<file path="src/sv/lla_pkg.sv">
`timescale 1ns / 1ps

package lla_pkg;

    // Configuration register indexes and widths
    localparam int CFG_IDX_W  = 2;
    localparam int CFG_DATA_W = 9;
    localparam int SIZE_W     = 7;
    localparam int MASK_W     = 9;

    localparam logic [CFG_IDX_W-1:0] REG_GRID_WIDTH   = 2'd0;
    localparam logic [CFG_IDX_W-1:0] REG_GRID_HEIGHT  = 2'd1;
    localparam logic [CFG_IDX_W-1:0] REG_BIRTH_MASK   = 2'd2;
    localparam logic [CFG_IDX_W-1:0] REG_SURVIVE_MASK = 2'd3;

    // Reset values: 64 x 64 torus, rule B23/S3
    localparam logic [SIZE_W-1:0] GRID_WIDTH_RST   = 7'd64;
    localparam logic [SIZE_W-1:0] GRID_HEIGHT_RST  = 7'd64;
    localparam logic [MASK_W-1:0] BIRTH_MASK_RST   = 9'd12;
    localparam logic [MASK_W-1:0] SURVIVE_MASK_RST = 9'd8;

    // Command codes
    localparam logic [1:0] CMD_WRITE   = 2'd0;
    localparam logic [1:0] CMD_READ    = 2'd1;
    localparam logic [1:0] CMD_ADVANCE = 2'd2;

    localparam int COORD_W = 6;
    localparam int GEN_W   = 32;

    typedef struct packed {
        logic [1:0]         cmd;
        logic [COORD_W-1:0] row;
        logic [COORD_W-1:0] col;
        logic               cell_in;
    } in_t;

    typedef struct packed {
        logic             cell_out;
        logic [GEN_W-1:0] generation;
        logic             bad_coord;
    } out_t;

    typedef enum logic [2:0] {
        ST_IDLE,
        ST_WAIT_ACCESS,
        ST_WAIT_ADV,
        ST_SWEEP,
        ST_DONE
    } state_t;

endpackage

</file>
<file path="src/sv/lla_row_update.sv">
`timescale 1ns / 1ps

// Next generation of one row from the rows above, at and below it
module lla_row_update #(
    parameter int MAX_WIDTH = 64
) (
    input  logic [MAX_WIDTH-1:0]          up_row,
    input  logic [MAX_WIDTH-1:0]          cur_row,
    input  logic [MAX_WIDTH-1:0]          dn_row,
    input  logic [lla_pkg::SIZE_W-1:0]    used_w,
    input  logic [lla_pkg::MASK_W-1:0]    birth_mask,
    input  logic [lla_pkg::MASK_W-1:0]    survive_mask,
    output logic [MAX_WIDTH-1:0]          new_row
);

    localparam int CW = $clog2(MAX_WIDTH);

    logic [CW-1:0] last_col;
    logic          up_last;
    logic          cur_last;
    logic          dn_last;

    // column w-1 is the left neighbor of column 0
    assign last_col = CW'(used_w - 7'd1);
    assign up_last  = up_row[last_col];
    assign cur_last = cur_row[last_col];
    assign dn_last  = dn_row[last_col];

    for (genvar c = 0; c < MAX_WIDTH; c++) begin : g_col
        logic       up_l, cur_l, dn_l;
        logic       up_r, cur_r, dn_r;
        logic       in_use;
        logic [3:0] count;
        logic [8:0] rule;

        assign in_use = 32'(c) < 32'(used_w);

        // left neighbors
        if (c == 0) begin : g_left_wrap
            assign up_l  = up_last;
            assign cur_l = cur_last;
            assign dn_l  = dn_last;
        end else begin : g_left
            assign up_l  = up_row[c-1];
            assign cur_l = cur_row[c-1];
            assign dn_l  = dn_row[c-1];
        end

        // right neighbors: column 0 past the last column in use
        if (c == MAX_WIDTH - 1) begin : g_right_wrap
            assign up_r  = up_row[0];
            assign cur_r = cur_row[0];
            assign dn_r  = dn_row[0];
        end else begin : g_right
            logic wrap;
            assign wrap  = 32'(c + 1) >= 32'(used_w);
            assign up_r  = wrap ? up_row[0]  : up_row[c+1];
            assign cur_r = wrap ? cur_row[0] : cur_row[c+1];
            assign dn_r  = wrap ? dn_row[0]  : dn_row[c+1];
        end

        assign count = 4'(up_l) + 4'(up_row[c]) + 4'(up_r)
                     + 4'(cur_l) + 4'(cur_r)
                     + 4'(dn_l) + 4'(dn_row[c]) + 4'(dn_r);

        assign rule       = cur_row[c] ? survive_mask : birth_mask;
        assign new_row[c] = in_use ? rule[count] : cur_row[c];
    end

endmodule

</file>
<file path="config.mk">
export PLATFORM = sky130hd
export DESIGN_NAME = lla_row_update
export DESIGN_NICKNAME = d
export VERILOG_FILES = /design/src/sv/lla_pkg.sv /design/src/sv/lla_row_update.sv
export SDC_FILE = /design/constraint.sdc
export NUM_CORES = 1
export LEC_CHECK = 0
export BUFFER_PORTS_ARGS = -buffer_cell sky130_fd_sc_hd__buf_2
export CAP_MARGIN = 20
export CORE_AREA = 2 2 268 164
export DETAILED_ROUTE_END_ITERATION = 16
export DIE_AREA = 0 0 270 166
export PLACE_DENSITY_LB_ADDON = 0.12
export SLEW_MARGIN = 20
export SYNTH_ARGS = -nofsm -noshare
export SYNTH_HDL_FRONTEND = slang
export SYNTH_SLANG_ARGS = --single-unit
export TNS_END_PERCENT = 30
</file>
<file path="constraint.sdc">
create_clock -name vclk -period 22.3
set_input_delay 3.345 -clock vclk [all_inputs]
set_output_delay 3.345 -clock vclk [all_outputs]
set_load 0.005 [all_outputs]
</file>
==> flow_metrics.tcl <==
set metrics [dict create \
    sequential_cell_area_um2 0 \
    grtUsageTotal 0.4321 \
    setup.worst_path.class "input port to output pin" \
    final_min_period_over_clock_period 0.6173 \
    syn_nets 3240 \
    worstPathRequired_ps 18950 \
    area_growth_syn_to_layout_pct 4.716 \
    avgViaCountPerCell 7.285 \
    end_kind "output pin" \
    core_area_um2 42590 \
    final-hold-violation-count 0 \
    synth_seq_area_share 0 \
    layout.clock_buffers 0 \
    final-setup-viol-count 0 \
    number_of_port_buffers 281 \
    synth_cell_type_count 60 \
    worstMarginPinSlew_ps 1152 \
    die_x_extent_um 270 \
    fillCellCount 3552 \
    routedWlPerCell_um 30.31 \
    maxCapViolCount 0 \
    yosys.area.top_type "mux4_2" \
    final.hold.worst_slack_ps 7147 \
    synth-simple-area-share 0.07748 \
    layout.cell_area.non_filler_um2 26450 \
    dieHeight_um 166 \
    yosysWarnings 0 \
    routed-via-count 23340 \
    synth_largest_type_area_fraction 0.2675 \
    synthAdderAreaFrac 0.2995 \
    worstPathArrival_ps 10420 \
    placement.cell_area_um2 26430 \
    post_synth_xor_area_fraction 0.02284 \
    critPathMaxFanout 72 \
    synth.area.mux_share 0.3993 \
    postCtsHoldBufs 0 \
    synth.cells.most_frequent "inv_1 (311), mux4_2 (300), fa_1 (256), ha_1 (195), mux2i_1 (193)" \
    route.final.wire_length_um 97090 \
    syn-cell-area_um2 25260 \
    seq_cells 0 \
    path_category_of_the_worst_min_delay_check "input port to output pin" \
    drt_iter0_markers 2937 \
    overflow 0 \
    synth.avg_cell_area_um2 9.820 \
    number_of_nets_still_failing_antenna_checks_after_routing 0 \
    place_congestion 1.001 \
    final_cells 3203 \
    crit_path_cell_trace "buf_2 -> inv_1 -> ha_4 -> buf_4 -> mux2_2 -> o22ai_1 -> a2111oi_0 -> nor4_1 -> mux2i_1 -> fa_1 -> inv_1 -> fa_1 -> inv_1 -> fa_1 -> ha_1 -> inv_1 -> fa_1 -> xnor2_1 -> mux4_2 -> a21oi_1 -> a22oi_1 -> buf_2" \
    starting_density 0.5930 \
    status "completed" \
    place_hpwl_um 66930 \
    grtUsageMet2 0.6307 \
    fmax_mhz 72.64 \
    ios 281 \
    die-area_um2 44820 \
    setup_repair_after_global_routing_missed_its_margin "false" \
    drtPass1Iterations 6 \
    period_needed_ps 13770 \
    post-route-worst-setup-slack_ps 8534 \
    first_global_vias 24030 \
    number_of_resized_instances_in_the_post_cts_repair_step 0 \
    synth-compound-area-share 0.1081 \
    most_instantiated_library_cell_after_synthesis "inv_1" \
    power_density_nw_per_um2 69.64 \
    max_stage_delay_ps 840 \
    post-cts-setup-buffers 0 \
    critical_path.slowest_cell "ha_4" \
    startpoint_type "input port" \
    timing.slew.headroom 0.2322 \
    final_max_slew_viol_count 0 \
    grt_start_max_net_pins 73 \
    ir_worst_vdd_uv 40.67 \
    setup_tns_ps 0 \
    synth_top_family_by_area "multiplexers" \
    gr_layer_usage_met1 0.5847 \
    numPlacedInstances 3197 \
    pre_cts_ws_ps 8620 \
    drc 0 \
    netlist_top_cells_area "mux4_2 (27%), fa_1 (20%), ha_1 (9.7%)" \
    drive_above_1_share 0.2796 \
    top_usage_layer "met2" \
    synthCells 2572 \
    grt_pass1_wl_um 147700 \
    use_met3 0.1405 \
    p_leak_nw 11.62 \
    grt_antenna_before_repair 8 \
    numnets_final 3288 \
    core.rowCount 59 \
]
worst max-delay path, delay by kind of cell:
kind                     cells  cell delay, ps
multiplexers                 3            1140
AO/OA/AOI/OAI                4             580
adder cells (fa/ha/maj)      6            2990
buffers and inverters        7            1470
AND/OR/NAND/NOR              1             560
XOR/XNOR                     1             260
cells in the final DEF, fill, tap and decap left out, types with 33 or more instances in the layout:
cell / n
a21o_1: 54
a21oi_1: 125
buf_2: 265
buf_4: 37
fa_1: 256
ha_1: 194
inv_1: 311
mux2_2: 121
mux2i_1: 193
mux4_2: 300
nand2_1: 169
nand3_1: 33
nor2_1: 115
nor2b_1: 38
o21ai_0: 73
o21ai_1: 34
o22ai_1: 44
xnor2_1: 55
area by class of cell:
| class | count | area (µm²) | area share |
|---|---|---|---|
| multi-input combinational | 2003 | 22930 | 0.8670 |
| timing repair buffer | 302 | 1604 | 0.06065 |
| inverter | 313 | 1175 | 0.04442 |
| tap | 579 | 724.4 | 0.02739 |
| antenna | 6 | 15.01 | 0.0005677 |
per-layer routing:
layer	up-vias	wire length, µm
met5	-	13
met4	2	5119
met3	420	14700
met2	1982	41810
met1	11480	35440
li1	9454	-
where the power goes:
| group | leakage (nW) | switching [mW] | total [mW] | internal (mW) |
|---|---|---|---|---|
| registers | 0 | 0 | 0 | 0 |
| clock network | 0.0000380 | 0 | 0.0000000361 | 0.0000000361 |
| logic | 11.6 | 0.919 | 1.84 | 0.923 |
cells by family after synthesis:
logic type | count (synthesis)
adder cells (fa/ha/maj) | 451
AO/OA/AOI/OAI | 444
multiplexers | 617
AND/OR/NAND/NOR | 426
buffers and inverters | 569
XOR/XNOR | 65
per-stage QoR:
stage / util / total power, mW
finish: 0.6209 / 1.842
global route: 0.6209 / 2.011
CTS: 0.6206 / 1.810
detailed placement: 0.6206 / 1.798
global placement: 0.6206 / 1.730
floorplan: - / 1.361
worst paths after layout:
check	startpoint	to	slack, ps	cells past startpoint
max	used_w[1]	new_row[0]	8530	22
min	cur_row[19]	new_row[19]	7150	4
Note: power is estimated with default switching activity, not from simulation.
