File: src/sv/lla_row_cell.sv
`timescale 1ns / 1ps

// One row of the grid in the rotating ring; loads its neighbor's row every cycle
module lla_row_cell #(
    parameter int ROW_W = 64
) (
    input  logic             aclk,
    input  logic             aresetn,
    input  logic [ROW_W-1:0] row_d,
    output logic [ROW_W-1:0] row_q
);

    logic [ROW_W-1:0] row_reg;

    // all cells dead after reset
    always_ff @(posedge aclk) begin
        if (!aresetn) begin
            row_reg <= '0;
        end else begin
            row_reg <= row_d;
        end
    end

    assign row_q = row_reg;

endmodule

File: config.mk
export PLATFORM = sky130hd
export DESIGN_NAME = lla_row_cell
export DESIGN_NICKNAME = d
export VERILOG_FILES = /design/src/sv/lla_row_cell.sv
export SDC_FILE = /design/constraint.sdc
export NUM_CORES = 1
export LEC_CHECK = 0
export ABC_AREA = 1
export BUFFER_PORTS_ARGS = -buffer_cell sky130_fd_sc_hd__buf_2
export CORE_MARGIN = 1.5
export CORE_UTILIZATION = 36
export DETAILED_ROUTE_END_ITERATION = 16
export PLACE_DENSITY = 0.79
export SLEW_MARGIN = 15
export SYNTH_ARGS = -nofsm -noshare
export SYNTH_HDL_FRONTEND = slang
export SYNTH_SLANG_ARGS = --single-unit
File: constraint.sdc
create_clock -name aclk -period 0.8 [get_ports aclk]
set_input_delay 0.2 -clock aclk [delete_from_list [all_inputs] [get_ports aclk]]
set_output_delay 0.2 -clock aclk [all_outputs]
set_load 0.02 [all_outputs]
==> summary.md, run 1 <==
| Metric | Value |
|---|---|
| Worst Setup Path Type | flop to output pin |
| Die area | ~0.0056 mm^2 |
| Initial Utilization | about two fifths |
| Clock Tree Root | clkbuf_8 |
| Fin crit share | 121% |
| Fill cells | about 390 |
| WP buf/inv | 1 |
| Core ar. | approximately 0.0048 mm^2 |
| Most frequent cells in the layout | buf_2, nand2_1, inv_1, buf_6, dfxtp_2 |
| Synth top area share | a little over two thirds |
| CP delay by family, top | flip-flops |
| Die H | between 70 and 80 um |
| Commonest non-fill, non-tap cell in the layout | buf_2 |
| Worst vdd ir | 1.30 mV |
| Max-slew violation count | 0 |
| Ant diodes | 0 |
| Final core occ | about two thirds |
| Least-Margin Pin Slew | 0.131 ns |
| Clock sink total | 64 |
| Final setup vio count | 64 |
| Xor/xnor cell area share of the yosys netlist | 0% |
| Static Leak | between 1.5 and 2 nW |
| Final worst slack | -0.165 ns |
| H-tree levels | 3 |
| Port bufs | 129 |
| Vias in the first global route | between 1500 and 2000 |
| Unrepaired setup endpoints after global routing | yes |
| # DRC | 0 |
| Hold path depth | 3 |
| Row count | 25 |
| Total GRT Usage | approximately 16% |
| Area growth from synthesis to layout | 72.6% |
| Leading area contributor after synthesis | dfxtp_1 |
| Mapped cell area | between 0.0015 and 0.002 mm^2 |
| Vias per Instance | around 3.8 |
| Largest family of logic cells by synthesized area | buffers and inverters |
| Seq cells post-synth | between 60 and 70 |
| Tightest Hold Check Type | input pin to flop |
| Cells along the critical path | buf_6 |
| Crit path depth | 1 |
| Failing checks | setup timing |
| Critical Path Slowest Stage Cell | dfxtp_2 |
| I/O Pins | 130 |
| Cells after Synth | just under 200 |
| Nets | 400 |
| Worst setup SP type | flop |
| Antenna violations before repair | 0 |
| Peak Freq | around 1000 MHz |
| Synth Area in Adders | 0% |
| Worst Path Required | around 0.60 ns |
| Post-layout minimum cycle time | 0.965 ns |
| DR iter-0 viols | 25 |
| Remaining Overflow, GRT | 0 |
| Pre-antenna DRT Iters | 4 |
| Synth cell types | 4 |
| Sequential fraction of the synthesis area | 69.6% |
| Largest net degree at the start of global routing | 33 |
| Relative slew slack | roughly nine tenths |
| Status | finished with violations |
| Via count | about 1600 |
| Final Hold Fails | 0 |
| Clock Pin Slew Worst Setup and Hold Paths | roughly 0.07 ns |
| Die X | around 75 um |
| WHS | between 0.05 and 0.06 ns |
| Routed Antenna Nets | 0 |
| Num CTS Buffers | 9 |
| CTS Buffer Depth | 2 |
| Max incr delay on CP | ~0.32 ns |
| Max FFs per register | between 60 and 70 |
| Placed Area | between 0.002 and 0.003 mm^2 |
| Synth Area in Compound Gates | 0% |
| Crit end category | output pin |
| Pwr/cell area | about 2100 mW/mm^2 |
| CTS tree | built |
| Wire length per cell | 10.7 um |
| Synth Area per Inst | slightly above 9 um^2 |
| Yosys warnings | 0 |
| Post-Synth Simple-Gate Area | a little over an eighth |
| Routability congestion estimate | around 0.65 |
| Post-synthesis net count | 265 |
| Finished layout cell area | roughly 0.0032 mm^2 |
| Crit-path max FO | 1 |
| Multiplexer share of the synthesized area | 0% |
| Ranking of synthesized cells by area | dfxtp_1, inv_1, nand2_1 |
| Fraction of layout cells with a size suffix above 1 | between 60% and 70% |
| Critical Path AT | a little under 0.8 ns |
| Overall Power | 0.00672 W |
| Max-Cap Viols | 0 |
| HPWL after DPL | 2730 um |
| Global-route wire length before repair | 6380 um |
| Final wirelength | 4360 um |
timing repair:
| action | 4_1_cts | 5_1_grt |
|---|---|---|
| buffers inserted | 0 | 0 |
| setup endpoints to repair | 64 | 64 |
| gates cloned | 0 | 0 |
| hold buffers | 0 | 0 |
| resized for setup | 189 | 3 |
final cells by class:
type	count	area, um^2	share of cell area, %
Tap cell	67	83.8	2.64
Inverter	64	240	7.56
Clock buffer	12	145	4.57
Multi-Input combinational cell	64	240	7.56
Sequential cell	64	1360	42.9
Timing Repair Buffer	131	1090	34.2
Clock inverter	4	20.0	0.630
Yosys cell counts, drive strengths merged:
cell type	number
nand2	64
inv	64
buf	7
dfxtp	64
routing by layer:
| metal | vias to the layer above | part of all wire (%) | global-route usage (%) | wire (um) |
|---|---|---|---|---|
| met1 | 660 | 35 | 14.7 | 1540 |
| met4 | 0 | 1.4 | 8.48 | 59 |
| met5 | - | 0 | 0 | 0 |
| met3 | 7 | 13 | 7.32 | 559 |
| li1 | 799 | - | - | - |
| met2 | 92 | 51 | 28.5 | 2200 |
per-stage QoR:
stage | setup slack (ns) | std cells | TNS [ns]
finish | -0.165 | 406 | -9.94
global route | -0.196 | 406 | -11.59
CTS | -0.189 | 406 | -11.15
detailed placement | 0.0586 | 390 | 0
global placement | 0.0890 | 390 | 0
floorplan | 0.168 | 199 | 0
kinds of logic after synthesis:
family                 count (synthesis)
buffers and inverters                 71
flip-flops                            64
AND/OR/NAND/NOR                       64
power by group:
group,total (W),switching [W],internal (W)
sequential,0.00347,0.0000802,0.00339
clock,0.00230,0.00111,0.00119
combinational,0.000943,0.000451,0.000492
path summary, 6_finish.rpt:
path / start / slack, ns / endpoint
max: row_q[5]$_SDFF_PN0_ / -0.17 / row_q[5]
min: row_d[38] / 0.06 / row_q[38]$_SDFF_PN0_
(Power assumes the default switching activity.)
==> inputs of run 2 (changes only) <==
--- a/config.mk
+++ b/config.mk
@@ -10,6 +10,7 @@
 export CORE_MARGIN = 1.5
 export CORE_UTILIZATION = 36
 export DETAILED_ROUTE_END_ITERATION = 16
+export GPL_TIMING_DRIVEN = 0
 export PLACE_DENSITY = 0.79
 export SLEW_MARGIN = 15
 export SYNTH_ARGS = -nofsm -noshare
==> run 2 against run 1 <==
The run still ends with setup timing left. Via count increased by 1.9%. Count of clock-buffer cells in the layout stayed put. Combinational power grew 2%. Worst setup slack got worse by 0.0043 ns. Maximum frequency down 0.44%. Largest power group unchanged.
==> summary.md, run 2 (synthesized netlist as in run 1, its figures left out) <==
| Metric | Value |
|---|---|
| Routed Antenna Nets | 0 (unchanged) |
| Via count | 1588 (+1.9%) |
| Final Hold Fails | 0 (unchanged) |
| Worst Hold End | row_q[22]$_SDFF_PN0_ |
| Worst setup SP type | flop |
| Clock Pin Slew Worst Setup and Hold Paths | 0.07 ns (about the same) |
| Initial Utilization | 38.2% (unchanged) |
| Die H | 74.5 um (unchanged) |
| Pre-antenna DRT Iters | 4 (unchanged) |
| Relative slew slack | 91.8% (+0.54 points) |
| Pre-CTS WS | 0.100 ns (+0.0416 ns) |
| Worst vdd ir | 1.34 mV (+3.6%) |
| Least-Margin Pin Slew | 0.123 ns (-0.00804 ns) |
| Combinational Power Share | 14.2% (+0.2 points) |
| Fin crit share | 121% (+0.53 points) |
| Max incr delay on CP | 0.32 ns (about the same) |
| Port bufs | 128 (-0.78%) |
| DR iter-0 viols | 33 (+32%) |
| Hold Crit Start | row_d[22] |
| Internal power | 0.00509 W (+0.25%) |
| Post-layout minimum cycle time | 0.969 ns (+0.00425 ns) |
| Seq pwr share | 51.4% (-0.3 points) |
| Crit end category | output pin |
| CTS tree | built |
| Worst Path Required | 0.60 ns (about the same) |
| CTS Buffer Depth | 2 (unchanged) |
| I/O Pins | 130 (unchanged) |
| Unrepaired setup endpoints after global routing | yes |
| Core ar. | 0.00482 mm^2 (unchanged) |
| Vias per Instance | 3.87 (+0.93%) |
| Area growth from synthesis to layout | 74.4% |
| HPWL after DPL | 2810 um (+3.0%) |
| Largest net degree at the start of global routing | 11 (-67%) |
| Pwr/cell area | 2100 mW/mm^2 (-0.54%) |
| Total GRT Usage | 15.6% (-0.18 points) |
| Crit-path max FO | 1 (unchanged) |
| Most frequent cells in the layout | buf_6, nand2_1, inv_1, buf_2, dfxtp_2 |
| WHS | 0.0550 ns (-0.00284 ns) |
| Die area | 0.00555 mm^2 (unchanged) |
| Max-Cap Viols | 0 (unchanged) |
| Final worst slack | -0.169 ns (-0.00425 ns) |
| Num CTS Buffers | 9 (unchanged) |
| Hold buffers post-CTS | 0 (unchanged) |
| Part of the power in the clock network | 34.4% (+0.2 points) |
| # DRC | 0 (unchanged) |
| Wire length per cell | 10.8 um (+0.43%) |
| Antenna violations before repair | 0 (unchanged) |
| Worst Setup Path Type | flop to output pin |
| NetSw | 0.00166 W (+1.4%) |
| Row count | 25 (unchanged) |
| Ant diodes | 0 (unchanged) |
| Final wirelength | 4420 um (+1.4%) |
| Net Sw Frac | 24.6% (+0.20 points) |
| Nets | 404 (+1.0%) |
| Clock sink total | 64 (unchanged) |
| Setup TNS | -10.07 ns (-0.126 ns) |
| Commonest non-fill, non-tap cell in the layout | buf_6 |
| Hold path depth | 3 (unchanged) |
| Failing checks | setup timing |
| Critical Path Slowest Stage Cell | dfxtp_2 |
| Cells along the critical path | buf_6 |
| WP buf/inv | 1 (unchanged) |
| CP delay by family, top | flip-flops |
| Final setup vio count | 64 (unchanged) |
| Peak Freq | 1030 MHz (-0.44%) |
| Global-route wire length before repair | 6310 um (-1.1%) |
| Vias in the first global route | 1548 (+2.9%) |
| Fraction of layout cells with a size suffix above 1 | 62.1% (+0.45 points) |
| Static Leak | 1.97 nW (+1.0%) |
| Die X | 74.5 um (unchanged) |
| Status | finished with violations |
| H-tree levels | 3 (unchanged) |
| Tightest Hold Check Type | input pin to flop |
| Routability congestion estimate | 0.664 (+2.4%) |
| Clock Tree Root | clkbuf_8 |
| Remaining Overflow, GRT | 0 (unchanged) |
| Max FFs per register | 64 (unchanged) |
| Critical Path AT | 0.77 ns (about the same) |
| Max-slew violation count | 0 (unchanged) |
-- run 2: cell type report --
cell class,count,area (um^2)
clock inverter,4,20.0
buffer,7,78.8
multi-input combinational,64,240
fill,390,1610
inverter,64,240
timing repair buffer,128,1040
tap,67,83.8
sequential,64,1360
clock buffer,12,145
-- run 2: timing repair --
action | in CTS | in global routing
pin swaps | 0 | 0
endpoints found under the setup margin | 64 | 64
setup buffers | 0 | 0
resized for setup | 187 | 5
-- run 2: worst max-delay path by stage --
stage | cells after the start | start | to
2_1_floorplan | 4 | aresetn | row_q[10]$_SDFF_PN0_
3_5_place_dp | 4 | aresetn | row_q[4]$_SDFF_PN0_
6_report | 1 | row_q[42]$_SDFF_PN0_ | row_q[42]
3_3_place_gp | 4 | aresetn | row_q[4]$_SDFF_PN0_
4_1_cts | 1 | row_q[37]$_SDFF_PN0_ | row_q[37]
5_1_grt | 1 | row_q[42]$_SDFF_PN0_ | row_q[42]
-- run 2: power groups by stage --
stage                     registers [W]  clock network [W]  logic (W)
after global placement          0.00346                  0   0.000750
after global routing            0.00348            0.00253    0.00104
after floorplan                 0.00370                  0   0.000179
after detailed placement        0.00346                  0   0.000760
after CTS                       0.00347            0.00238   0.000958
final                           0.00347            0.00232   0.000961
-- run 2: per-layer routing --
metal  vias up  track usage, %  wire (um)
met5         -               0          0
met4         0            9.29         76
met3         8            7.86        569
met2        89            28.1       2160
met1       681            13.8       1620
li1        810               -          -
-- run 2: per-stage QoR --
step           utilization [%]  cells  total power, W  instance area, um^2
6_report                  66.6    410         0.00675                 3210
5_1_grt                   66.6    410         0.00705                 3210
4_1_cts                   66.5    410         0.00680                 3200
3_5_place_dp              53.2    394         0.00423                 2560
3_3_place_gp              53.2    394         0.00421                 2560
2_1_floorplan                -    199         0.00387                 1840
